$ cat src/bnc_pkg.sv
// ----------------------------------------------------------------------------
// bnc_pkg: shared types and constants of the bracket nesting checker
// Bracket kinds, line status codes, character decode and score limits.
// ----------------------------------------------------------------------------
`default_nettype none

package bnc_pkg;

    // default number of stack cells
    localparam int STACK_DEPTH_DEF = 64;

    // field widths
    localparam int CHAR_W   = 8;
    localparam int STATUS_W = 2;
    localparam int KIND_W   = 2;
    localparam int DEPTH_W  = 7;
    localparam int SCORE_W  = 63;
    localparam int IN_DATA_W  = 8;
    localparam int OUT_DATA_W = 80;

    localparam logic [DEPTH_W-1:0] DEPTH_MAX = 7'd127;
    localparam logic [SCORE_W-1:0] SCORE_MAX = {SCORE_W{1'b1}};

    typedef logic [KIND_W-1:0]   t_kind;
    typedef logic [STATUS_W-1:0] t_status;

    // bracket kinds
    localparam t_kind KIND_ROUND  = 2'd0;
    localparam t_kind KIND_SQUARE = 2'd1;
    localparam t_kind KIND_CURLY  = 2'd2;
    localparam t_kind KIND_ANGLE  = 2'd3;

    // line status codes
    localparam t_status ST_COMPLETE   = 2'd0;
    localparam t_status ST_CORRUPTED  = 2'd1;
    localparam t_status ST_INCOMPLETE = 2'd2;
    localparam t_status ST_OVERFLOW   = 2'd3;

    // bracket characters
    localparam logic [CHAR_W-1:0] CH_OPEN_ROUND   = 8'h28;
    localparam logic [CHAR_W-1:0] CH_OPEN_SQUARE  = 8'h5B;
    localparam logic [CHAR_W-1:0] CH_OPEN_CURLY   = 8'h7B;
    localparam logic [CHAR_W-1:0] CH_OPEN_ANGLE   = 8'h3C;
    localparam logic [CHAR_W-1:0] CH_CLOSE_ROUND  = 8'h29;
    localparam logic [CHAR_W-1:0] CH_CLOSE_SQUARE = 8'h5D;
    localparam logic [CHAR_W-1:0] CH_CLOSE_CURLY  = 8'h7D;
    localparam logic [CHAR_W-1:0] CH_CLOSE_ANGLE  = 8'h3E;

    // decoded bracket: hit flag and kind
    typedef struct packed {
        logic  hit;
        t_kind kind;
    } t_bracket;

    // stack shift control broadcast to every cell
    typedef struct packed {
        logic push;
        logic pop;
    } t_shift_ctl;

    function automatic t_bracket decode_opener(input logic [CHAR_W-1:0] c);
        t_bracket b;
        b = '{hit: 1'b1, kind: KIND_ROUND};
        unique case (c)
            CH_OPEN_ROUND:  b.kind = KIND_ROUND;
            CH_OPEN_SQUARE: b.kind = KIND_SQUARE;
            CH_OPEN_CURLY:  b.kind = KIND_CURLY;
            CH_OPEN_ANGLE:  b.kind = KIND_ANGLE;
            default:        b.hit  = 1'b0;
        endcase
        return b;
    endfunction

    function automatic t_bracket decode_closer(input logic [CHAR_W-1:0] c);
        t_bracket b;
        b = '{hit: 1'b1, kind: KIND_ROUND};
        unique case (c)
            CH_CLOSE_ROUND:  b.kind = KIND_ROUND;
            CH_CLOSE_SQUARE: b.kind = KIND_SQUARE;
            CH_CLOSE_CURLY:  b.kind = KIND_CURLY;
            CH_CLOSE_ANGLE:  b.kind = KIND_ANGLE;
            default:         b.hit  = 1'b0;
        endcase
        return b;
    endfunction

endpackage

`default_nettype wire

$ cat src/bnc_cell.sv
// ----------------------------------------------------------------------------
// bnc_cell: one entry of the shifting opener stack
// Takes the kind from the cell above on a push and from the cell below on a pop.
// ----------------------------------------------------------------------------
`default_nettype none

module bnc_cell (
    input  wire                       i_clk,
    input  wire bnc_pkg::t_shift_ctl  i_ctl,
    input  wire bnc_pkg::t_kind       i_from_above,
    input  wire bnc_pkg::t_kind       i_from_below,
    output bnc_pkg::t_kind            o_kind
);

    bnc_pkg::t_kind r_kind;
    bnc_pkg::t_kind n_kind;

    // shift toward the bottom on push, toward the top on pop
    always_comb begin
        n_kind = r_kind;
        if (i_ctl.push) begin
            n_kind = i_from_above;
        end else if (i_ctl.pop) begin
            n_kind = i_from_below;
        end
    end

    always_ff @(posedge i_clk) begin
        r_kind <= n_kind;
    end

    assign o_kind = r_kind;

endmodule

`default_nettype wire

$ cat src/bracket_nesting_checker_core.sv
// ----------------------------------------------------------------------------
// bracket_nesting_checker_core: per-line bracket nesting check
// Keeps open brackets in a chain of shifting cells and reports one result
// per line with status, bad closer kind, open depth and completion score.
// ----------------------------------------------------------------------------
//
// channel   dir  signals                       transaction
// s (char)  in   tvalid/tready/tdata/tlast     one character; tlast ends the line
// m (line)  out  tvalid/tready/tdata           one result per line
//
// The top of the stack is always cell 0.
// A line ending incomplete with N open brackets unwinds one cell per cycle
// through the score unit, during which no character is taken.
// Other lines deliver their result into the output register right away.
// Reset is synchronous; it clears the depth count, flags and output valid.
// While a result waits in the output register and the sink is not ready,
// ready stays low for every character; the last unwind step waits as well.
// ----------------------------------------------------------------------------
`default_nettype none

module bracket_nesting_checker_core #(
    parameter int STACK_DEPTH = bnc_pkg::STACK_DEPTH_DEF
) (
    input  wire                               i_clk,
    input  wire                               i_rst_n,
    input  wire                               i_s_tvalid,
    output logic                              o_s_tready,
    input  wire  [bnc_pkg::IN_DATA_W-1:0]     i_s_tdata,  // [7:0] char_code
    input  wire                               i_s_tlast,  // line_end
    output logic                              o_m_tvalid,
    input  wire                               i_m_tready,
    // [1:0] line_status, [3:2] bad_closer_kind, [10:4] open_depth,
    // [73:11] completion_score, [79:74] zero
    output logic [bnc_pkg::OUT_DATA_W-1:0]    o_m_tdata
);

    localparam int SPW = $clog2(STACK_DEPTH + 1);
    localparam int DW  = (SPW > bnc_pkg::DEPTH_W) ? SPW : bnc_pkg::DEPTH_W;
    localparam int TW  = bnc_pkg::SCORE_W + 3;
    localparam int PADW = bnc_pkg::OUT_DATA_W - bnc_pkg::STATUS_W - bnc_pkg::KIND_W
                        - bnc_pkg::DEPTH_W - bnc_pkg::SCORE_W;

    typedef enum logic [1:0] {
        S_RUN    = 2'b01,
        S_UNWIND = 2'b10
    } t_state;

    t_state r_state, n_state;
    logic [SPW-1:0] r_sp, n_sp;
    logic r_cor, n_cor;
    logic r_ovf, n_ovf;
    bnc_pkg::t_kind r_bad, n_bad;
    logic [bnc_pkg::DEPTH_W-1:0] r_depth, n_depth;
    logic [bnc_pkg::SCORE_W-1:0] r_score, n_score;

    logic r_out_valid, n_out_valid;
    bnc_pkg::t_status r_out_status, n_out_status;
    bnc_pkg::t_kind r_out_bad, n_out_bad;
    logic [bnc_pkg::DEPTH_W-1:0] r_out_depth, n_out_depth;
    logic [bnc_pkg::SCORE_W-1:0] r_out_score, n_out_score;

    bnc_pkg::t_kind kinds [STACK_DEPTH];
    bnc_pkg::t_shift_ctl shift_ctl;
    bnc_pkg::t_bracket opener, closer;

    logic out_free, accept, active, stack_full, match;
    logic do_push, do_pop, set_ovf, set_cor, unwind_go;
    logic fin_cor, fin_ovf;
    bnc_pkg::t_kind fin_bad;
    logic [SPW-1:0] fin_sp;
    logic [DW-1:0] sp_ext;
    logic [bnc_pkg::DEPTH_W-1:0] fin_depth;
    logic [2:0] pop_val;
    logic [TW-1:0] score_sum;
    logic [bnc_pkg::SCORE_W-1:0] score_step;

    // chain of stack cells, cell 0 holds the top
    for (genvar g = 0; g < STACK_DEPTH; g++) begin : g_cell
        bnc_pkg::t_kind above, below;
        if (g == 0) begin : g_top
            assign above = opener.kind;
        end else begin : g_mid_a
            assign above = kinds[g-1];
        end
        if (g == STACK_DEPTH - 1) begin : g_bot
            assign below = bnc_pkg::KIND_ROUND;
        end else begin : g_mid_b
            assign below = kinds[g+1];
        end
        bnc_cell u_cell (
            .i_clk        (i_clk),
            .i_ctl        (shift_ctl),
            .i_from_above (above),
            .i_from_below (below),
            .o_kind       (kinds[g])
        );
    end

    // handshake
    assign out_free   = !r_out_valid || i_m_tready;
    assign o_s_tready = (r_state == S_RUN) && out_free;
    assign accept     = i_s_tvalid && o_s_tready;

    // character decode and match against the top cell
    assign opener     = bnc_pkg::decode_opener(i_s_tdata[bnc_pkg::CHAR_W-1:0]);
    assign closer     = bnc_pkg::decode_closer(i_s_tdata[bnc_pkg::CHAR_W-1:0]);
    assign active     = !r_cor && !r_ovf;
    assign stack_full = (r_sp == SPW'(STACK_DEPTH));
    assign match      = (r_sp != '0) && (kinds[0] == closer.kind);
    assign do_push    = accept && active && opener.hit && !stack_full;
    assign set_ovf    = accept && active && opener.hit && stack_full;
    assign do_pop     = accept && active && closer.hit && match;
    assign set_cor    = accept && active && closer.hit && !match;

    // line state after this character
    assign fin_cor = r_cor || set_cor;
    assign fin_ovf = r_ovf || set_ovf;
    assign fin_bad = set_cor ? closer.kind : r_bad;
    assign fin_sp  = do_push ? r_sp + SPW'(1) : (do_pop ? r_sp - SPW'(1) : r_sp);

    // open depth saturates at the field maximum
    assign sp_ext    = DW'(fin_sp);
    assign fin_depth = (sp_ext > DW'(bnc_pkg::DEPTH_MAX)) ? bnc_pkg::DEPTH_MAX
                                                          : sp_ext[bnc_pkg::DEPTH_W-1:0];

    // score unit: score*5 + value, saturating
    assign unwind_go  = (r_state == S_UNWIND) && ((r_sp != SPW'(1)) || out_free);
    assign pop_val    = {1'b0, kinds[0]} + 3'd1;
    assign score_sum  = TW'({r_score, 2'b00}) + TW'(r_score) + TW'(pop_val);
    assign score_step = (score_sum > TW'(bnc_pkg::SCORE_MAX)) ? bnc_pkg::SCORE_MAX
                                                              : score_sum[bnc_pkg::SCORE_W-1:0];

    assign shift_ctl.push = do_push;
    assign shift_ctl.pop  = do_pop || unwind_go;

    // line control and result load
    always_comb begin
        n_state      = r_state;
        n_sp         = r_sp;
        n_cor        = r_cor;
        n_ovf        = r_ovf;
        n_bad        = r_bad;
        n_depth      = r_depth;
        n_score      = r_score;
        n_out_valid  = r_out_valid && !i_m_tready;
        n_out_status = r_out_status;
        n_out_bad    = r_out_bad;
        n_out_depth  = r_out_depth;
        n_out_score  = r_out_score;
        unique case (r_state)
            S_RUN: begin
                if (accept) begin
                    n_sp  = fin_sp;
                    n_cor = fin_cor;
                    n_ovf = fin_ovf;
                    n_bad = fin_bad;
                    if (i_s_tlast) begin
                        n_cor = 1'b0;
                        n_ovf = 1'b0;
                        n_bad = bnc_pkg::KIND_ROUND;
                        n_depth = fin_depth;
                        n_score = '0;
                        if (!fin_cor && !fin_ovf && (fin_sp != '0)) begin
                            n_state = S_UNWIND;
                        end else begin
                            n_sp         = '0;
                            n_out_valid  = 1'b1;
                            n_out_bad    = bnc_pkg::KIND_ROUND;
                            n_out_depth  = fin_depth;
                            n_out_score  = '0;
                            if (fin_cor) begin
                                n_out_status = bnc_pkg::ST_CORRUPTED;
                                n_out_bad    = fin_bad;
                            end else if (fin_ovf) begin
                                n_out_status = bnc_pkg::ST_OVERFLOW;
                            end else begin
                                n_out_status = bnc_pkg::ST_COMPLETE;
                            end
                        end
                    end
                end
            end
            S_UNWIND: begin
                if (unwind_go) begin
                    n_sp    = r_sp - SPW'(1);
                    n_score = score_step;
                    if (r_sp == SPW'(1)) begin
                        n_state      = S_RUN;
                        n_out_valid  = 1'b1;
                        n_out_status = bnc_pkg::ST_INCOMPLETE;
                        n_out_bad    = bnc_pkg::KIND_ROUND;
                        n_out_depth  = r_depth;
                        n_out_score  = score_step;
                    end
                end
            end
            default: begin
                n_state = S_RUN;
            end
        endcase
    end

    // control registers
    always_ff @(posedge i_clk) begin
        if (!i_rst_n) begin
            r_state     <= S_RUN;
            r_sp        <= '0;
            r_cor       <= 1'b0;
            r_ovf       <= 1'b0;
            r_bad       <= bnc_pkg::KIND_ROUND;
            r_out_valid <= 1'b0;
        end else begin
            r_state     <= n_state;
            r_sp        <= n_sp;
            r_cor       <= n_cor;
            r_ovf       <= n_ovf;
            r_bad       <= n_bad;
            r_out_valid <= n_out_valid;
        end
    end

    // payload registers
    always_ff @(posedge i_clk) begin
        r_depth      <= n_depth;
        r_score      <= n_score;
        r_out_status <= n_out_status;
        r_out_bad    <= n_out_bad;
        r_out_depth  <= n_out_depth;
        r_out_score  <= n_out_score;
    end

    assign o_m_tvalid = r_out_valid;
    assign o_m_tdata  = {{PADW{1'b0}}, r_out_score, r_out_depth, r_out_bad, r_out_status};

endmodule

`default_nettype wire
$ cat config.mk
export PLATFORM = sky130hd
export DESIGN_NAME = bracket_nesting_checker_core
export DESIGN_NICKNAME = d
export VERILOG_FILES = /design/src/bnc_pkg.sv /design/src/bnc_cell.sv /design/src/bracket_nesting_checker_core.sv
export SDC_FILE = /design/constraint.sdc
export NUM_CORES = 1
export LEC_CHECK = 0
export ABC_AREA = 1
export BUFFER_PORTS_ARGS = -buffer_cell sky130_fd_sc_hd__buf_2
export CAP_MARGIN = 15
export CORE_MARGIN = 5
export CORE_UTILIZATION = 41
export DETAILED_ROUTE_END_ITERATION = 8
export GPL_TIMING_DRIVEN = 0
export PLACE_DENSITY_LB_ADDON = 0.25
export SLEW_MARGIN = 25
export SYNTH_ARGS = -nofsm -noshare
export SYNTH_HDL_FRONTEND = slang
export SYNTH_SLANG_ARGS = --single-unit
$ cat constraint.sdc
create_clock -name i_clk -period 8.1 [get_ports i_clk]
set_clock_uncertainty 0.15 [all_clocks]
set_input_delay 0.81 -clock i_clk [delete_from_list [all_inputs] [get_ports i_clk]]
set_output_delay 0.81 -clock i_clk [all_outputs]
set_load 0.01 [all_outputs]
Word level (Yosys, flattened, before mapping)
Index checks and enable logic that the tools add are counted.
{"block": "word_totals", "regBits": 286, "elab_cells": 331}
{"block": "classes", "addsub": 5, "magnitude_cmp": 2, "eq_ne": 20, "n_mux": 188, "n_reduce_logical": 40}
{"operator": "$mux 63", "count": 9}
{"operator": "$mux 2", "count": 148}
{"operator": "$pmux 63 s2", "count": 2}
{"operator": "$mux 7", "count": 12}
{"operator": "$add 65x63->66", "count": 1}
{"operator": "$add 66x3->66", "count": 1}
{"operator": "$gt 66x63->1 const B", "count": 1}
{"operator": "$eq 8x6->1 const B", "count": 4}
{"operator": "$eq 8x7->1 const B", "count": 4}
{"operator": "$pmux 7 s2", "count": 2}
{"operator": "$logic_and 1x1->1", "count": 15}
{"operator": "$reduce_bool 7->1", "count": 2}
{"operator": "$pmux 2 s2", "count": 3}
{"operator": "$pmux 2 s3", "count": 2}
{"operator": "$mux 1", "count": 9}
{"operator": "$logic_not 1->1", "count": 8}
{"operator": "$ne 2x2->1 const B", "count": 4}
{"operator": "$reduce_or 4->1", "count": 2}
{"operator": "$add 7x1->7 const B", "count": 1}
{"operator": "$eq 7x1->1 const B", "count": 1}
{"operator": "$eq 7x7->1 const B", "count": 1}
{"operator": "$gt 7x7->1 const B", "count": 1}
{"operator": "$ne 7x1->1 const B", "count": 1}
{"operator": "$sub 7x1->7 const B", "count": 1}
{"operator": "13 further kinds", "count": 20}

Longest topological paths before layout
{"block": "logic_depth", "depth_word": 15, "ltp_mapped": 20, "mapped_depth_nobuf": 20}

Hierarchy
A second synthesis with hierarchy kept.
{"block": "unflattened", "hier_cells": 1990, "hier_area_um2": 16748.6}
{"mod": "bracket_nesting_checker_core", "instances": 1, "cells_per_inst": 1350, "area_each_um2": 10822.9}
{"mod": "bnc_cell", "instances": 64, "cells_per_inst": 10, "area_each_um2": 92.6}

Least setup slack after synthesis
Ideal clock, no wire load.
{"block": "synth_path", "path_kind": "input port to flip-flop", "from": "input port i_m_tready", "to": "register g_cell[0].u_cell.r_kind[0], enable pin", "t_arrival_ps": 5075, "slack_ps": 1446, "path_stages": 9, "n_path_buf": 3, "cell_sequence": "nor2_1 -> nor3_4 -> nand3_2 -> clkinv_1 -> nand3_4 -> buf_4 -> clkbuf_1 -> clkbuf_1 -> nand3_1"}
{"block": "synth_between", "elab_chain_len": 8}
{"item": "start: declaration", "line": "bracket_nesting_checker_core.sv:31", "text": "input wire i_m_tready,"}
{"item": "$logic_or 1x1->1 (*)", "line": "bracket_nesting_checker_core.sv:100", "text": "assign out_free = !r_out_valid || i_m_tready;"}
{"item": "$logic_and 1x1->1", "line": "bracket_nesting_checker_core.sv:101", "text": "assign o_s_tready = (r_state == S_RUN) && out_free;"}
{"item": "$logic_and 1x1->1", "line": "bracket_nesting_checker_core.sv:102", "text": "assign accept = i_s_tvalid && o_s_tready;"}
{"item": "$logic_and 1x1->1", "line": "bracket_nesting_checker_core.sv:110, bracket_nesting_checker_core.sv:112"}
{"item": "$logic_and 1x1->1 (2 in series)", "line": "bracket_nesting_checker_core.sv:112", "text": "assign do_pop = accept && active && closer.hit && match;"}
{"item": "$logic_or 1x1->1", "line": "bracket_nesting_checker_core.sv:134", "text": "assign shift_ctl.pop = do_pop || unwind_go;"}
{"item": "$reduce_bool 2->1 (no line) (*)"}
{"item": "end signal: assignment", "line": "bnc_cell.sv:29", "text": "r_kind <= n_kind;"}
{"item": "end: declaration", "line": "bnc_cell.sv:15", "text": "bnc_pkg::t_kind r_kind;"}
Every way passes the cells marked *; elsewhere a longest branch is shown, timed or not.
A chain may end at the register's enable or synchronous reset.

Worst setup path in the final report
{"block": "layout_path", "from": "register r_state[1]", "to": "register r_out_score[23] in the netlist's numbering, enable pin"}
{"block": "layout_between", "elab_chain_len": 12}
{"item": "start: declaration", "line": "bracket_nesting_checker_core.sv:48", "text": "t_state r_state, n_state;"}
{"item": "start signal: assignment", "line": "bracket_nesting_checker_core.sv:213", "text": "r_state <= n_state;"}
{"item": "$eq 2x1->1", "line": "bracket_nesting_checker_core.sv:101, bracket_nesting_checker_core.sv:150"}
{"item": "$logic_and 1x1->1", "line": "bracket_nesting_checker_core.sv:101"}
{"item": "$logic_and 1x1->1", "line": "bracket_nesting_checker_core.sv:102"}
{"item": "$logic_and 1x1->1"}
{"item": "$logic_and 1x1->1 (on tied branches)"}
{"item": "$logic_and 1x1->1 (on tied branches)", "line": "bracket_nesting_checker_core.sv:112, bracket_nesting_checker_core.sv:111, bracket_nesting_checker_core.sv:113"}
{"item": "$mux 7, or another cell as far along", "line": "bracket_nesting_checker_core.sv:119", "text": "assign fin_sp = do_push ? r_sp + SPW'(1) : (do_pop ? r_sp - SPW'(1) : r_sp);"}
{"item": "$mux 7 or $logic_not 1->1 (tied branches)", "line": "bracket_nesting_checker_core.sv:119, bracket_nesting_checker_core.sv:163"}
{"item": "$reduce_bool 7->1 or $logic_and 1x1->1 (tied branches)", "line": "bracket_nesting_checker_core.sv:163", "text": "if (!fin_cor && !fin_ovf && (fin_sp != '0)) begin"}
{"item": "$logic_and 1x1->1", "line": "bracket_nesting_checker_core.sv:163"}
{"item": "$ne 2x2->1 (no line)"}
{"item": "$reduce_and 6->1 (no line) (*)"}
{"item": "end signal: assignment", "line": "bracket_nesting_checker_core.sv:229", "text": "r_out_score <= n_out_score;"}
{"item": "end: declaration", "line": "bracket_nesting_checker_core.sv:60", "text": "logic [bnc_pkg::SCORE_W-1:0] r_out_score, n_out_score;"}
Marks and branches as above.

==> run summary <==
status -> finished, final reports clean
YS warnings -> 0
Worst-Margin Slew -> 799 ps
Layout area overhead -> 14.6%
most common cell after layout, fill and taps aside -> nand2_1
core area -> 38900 um^2
Pwr Total -> 8.27 mW
Routed Antenna Nets -> 0
WL final -> 40700 um
number of global-route vias before repair -> 12750
Core Rows -> 72
post-place setup slack -> 3600 ps
Mapped Avg Cell Area -> 8.79 um^2
Tmin final -> 4040 ps
GPL Wtd Cong -> 0.965
CTS Root Cell -> clkbuf_16
CTS tree -> built
Vias -> 12736
Setup CP Type -> reg -> reg
CP Max Fanout -> 19
GRT overflow -> 0
# H-tree levels -> 1
DRT iter0 DRCs -> 839
dpl hpwl -> 31700 um
max_cap viols -> 0
cts bufs inserted -> 31
Yosys reg bits -> 286
nets@finish -> 2060
crit start category -> register
IO Port Bufs -> 88
fmax -> 0.248 GHz
Clock Sinks -> 286
power per cell area -> 445 nW/um^2
die area -> 43600 um^2
antenna violations before repair -> 5
Final Hold Violating Endpoints -> 0
first-pass GRT wire length -> 65100 um
Post-CTS Repair Setup Buffers -> 0
Vert. Die Dim -> 209 um
Pleak -> 7.81 nW
wire per inst -> 16.1 um
Worst EP required -> 8260 ps
Unique masters post-synth -> 51
First-pass DRT Iterations -> 5
Seq/Total Area, Yosys -> 52.1%
starting density of the core -> 41.7%
Total GRT Usage -> 18.1%
endpoint class of the critical path -> register
CTS max path bufs -> 3
# DRC -> 0
worst min-delay path class -> reg -> reg
Core Util, Final -> 47.7%
Die Width -> 209 um
Slew HR -> 46.2%
VDD IR max -> 0.211 mV
PostCTS Resize Cnt -> 0
Worst Path Arrival -> 4190 ps
RSZ-0062 raised after global routing -> no
Final Cycle Share -> 49.8%
worst-skew pair later-pin latency -> 590 ps
Pins Over Slew Limit -> 0
share of layout cells above drive strength 1 -> 10.1%
Final WS setup -> 4060 ps
hold buffer count at cts -> 0
Syn Std Cell Area -> 16200 um^2
Vias/cell -> 5.04
clock slew at reported path FFs -> 60 ps
Mapped Cells -> 1844
largest net degree at the start of global routing -> 47
I/O pin cnt -> 95
# setup viols final -> 0
most frequent cells in the layout -> 435 x nand2_1, 283 x nor2_1, 272 x edfxtp_1
==> routing by layer <==
metal / vias up / part of all wire [%] / track usage (%)
met5: - / 0.083 / 0
met4: 4 / 3.5 / 5.94
met3: 90 / 4.5 / 3.19
met2: 256 / 48 / 31.3
met1: 5953 / 44 / 23.0
li1: 6433 / - / -
==> worst max-delay path, stage by stage, from the launching register on <==
cell and delay, ps:
dfxtp_1 310, inv_1 80, ha_1 220, inv_1 130
nor3_4 330, nand3_2 170, nor2_4 250, nand3_4 180
nand2_1 110, nand2_1 50, nand2_1 150, nand3_1 100
nor2_1 100, nand2_1 70, nand2_2 130, nand2_1 140
a21oi_4 630, buf_16 250, buf_16 170
==> synth_stat cells (all sizes together) <==
library cell / count / area [um^2]
a31oi: 18 / 113
xnor2: 17 / 149
clkbuf: 31 / 116
nand4: 13 / 81.3
nand3: 50 / 313
edfxtp: 272 / 8170
buf: 22 / 169
o211ai: 3 / 22.5
and2: 1 / 6.26
a21boi: 4 / 33.8
o22ai: 3 / 25.0
a221oi: 1 / 8.76
a41oi: 1 / 8.76
a21oi: 130 / 662
xor2: 52 / 463
o21bai: 4 / 30.0
ha: 68 / 851
nor2: 293 / 1130
a211oi: 6 / 45.0
o21ai: 145 / 733
a21o: 11 / 82.6
fa: 1 / 20.0
dfxtp: 14 / 280
conb: 1 / 3.75
nand2: 441 / 1680
o31ai: 4 / 35.0
and3: 2 / 12.5
o21a: 15 / 113
o211a: 1 / 10.0
clkinv: 1 / 3.75
inv: 206 / 773
nor3: 10 / 61.3
nor4: 2 / 12.5
o221ai: 1 / 8.76
==> cell type report <==
class                      instances  area, um^2
multi-input combinational       1303        6760
inverter                         207         777
sequential                       286        8450
tap                              518         648
fill                            3795       20300
clock inverter                    19         224
clock buffer                      39         806
timing repair buffer              96         623
antenna                            4        10.0
buffer                            53         285
==> sequential cells by signal (all words and copies together), names as in the netlist <==
name                  cells
g_cell.u_cell.o_kind    128
o_m_tvalid                1
r_bad                     2
r_cor                     1
r_depth                   7
r_out_bad                 2
r_out_depth               7
r_out_score              63
r_out_status              2
r_ovf                     1
r_score                  63
r_sp                      7
r_state                   2
==> metrics by stage <==
step           TNS (ps)  hold slack [ps]  cells  instance area [um^2]
2_1_floorplan         0              294   1849                 16200
3_3_place_gp    -210080              305   2455                 17300
3_5_place_dp          0              311   2463                 17500
4_1_cts               0              319   2521                 18600
5_1_grt               0              356   2523                 18600
6_report              0              317   2525                 18600
==> cells by family after synthesis <==
family	Yosys count	share of synthesized area, %
buffers and inverters	260	6.55
AND/OR/NAND/NOR	812	20.3
XOR/XNOR	69	3.77
adder cells (fa/ha/maj)	69	5.37
AO/OA/AOI/OAI	347	11.9
other	1	0.0231
flip-flops	286	52.1
==> final timing paths <==
path,from,endpoint,slack (ps),depth (start not counted)
max reg2reg,r_state[1],r_out_score[23],4060,18
min,r_bad[0],r_bad[0],320,2
min reg2reg,r_bad[0],r_bad[0],320,2
max,r_state[1],r_out_score[23],4060,18
==> power breakdown <==
group | internal (mW) | total, mW | switching (mW)
sequential | 2.09 | 2.29 | 0.200
clock | 0.837 | 1.44 | 0.600
combinational | 1.55 | 4.54 | 2.99
total | 4.48 | 8.27 | 3.79
(Power assumes the default switching activity.)
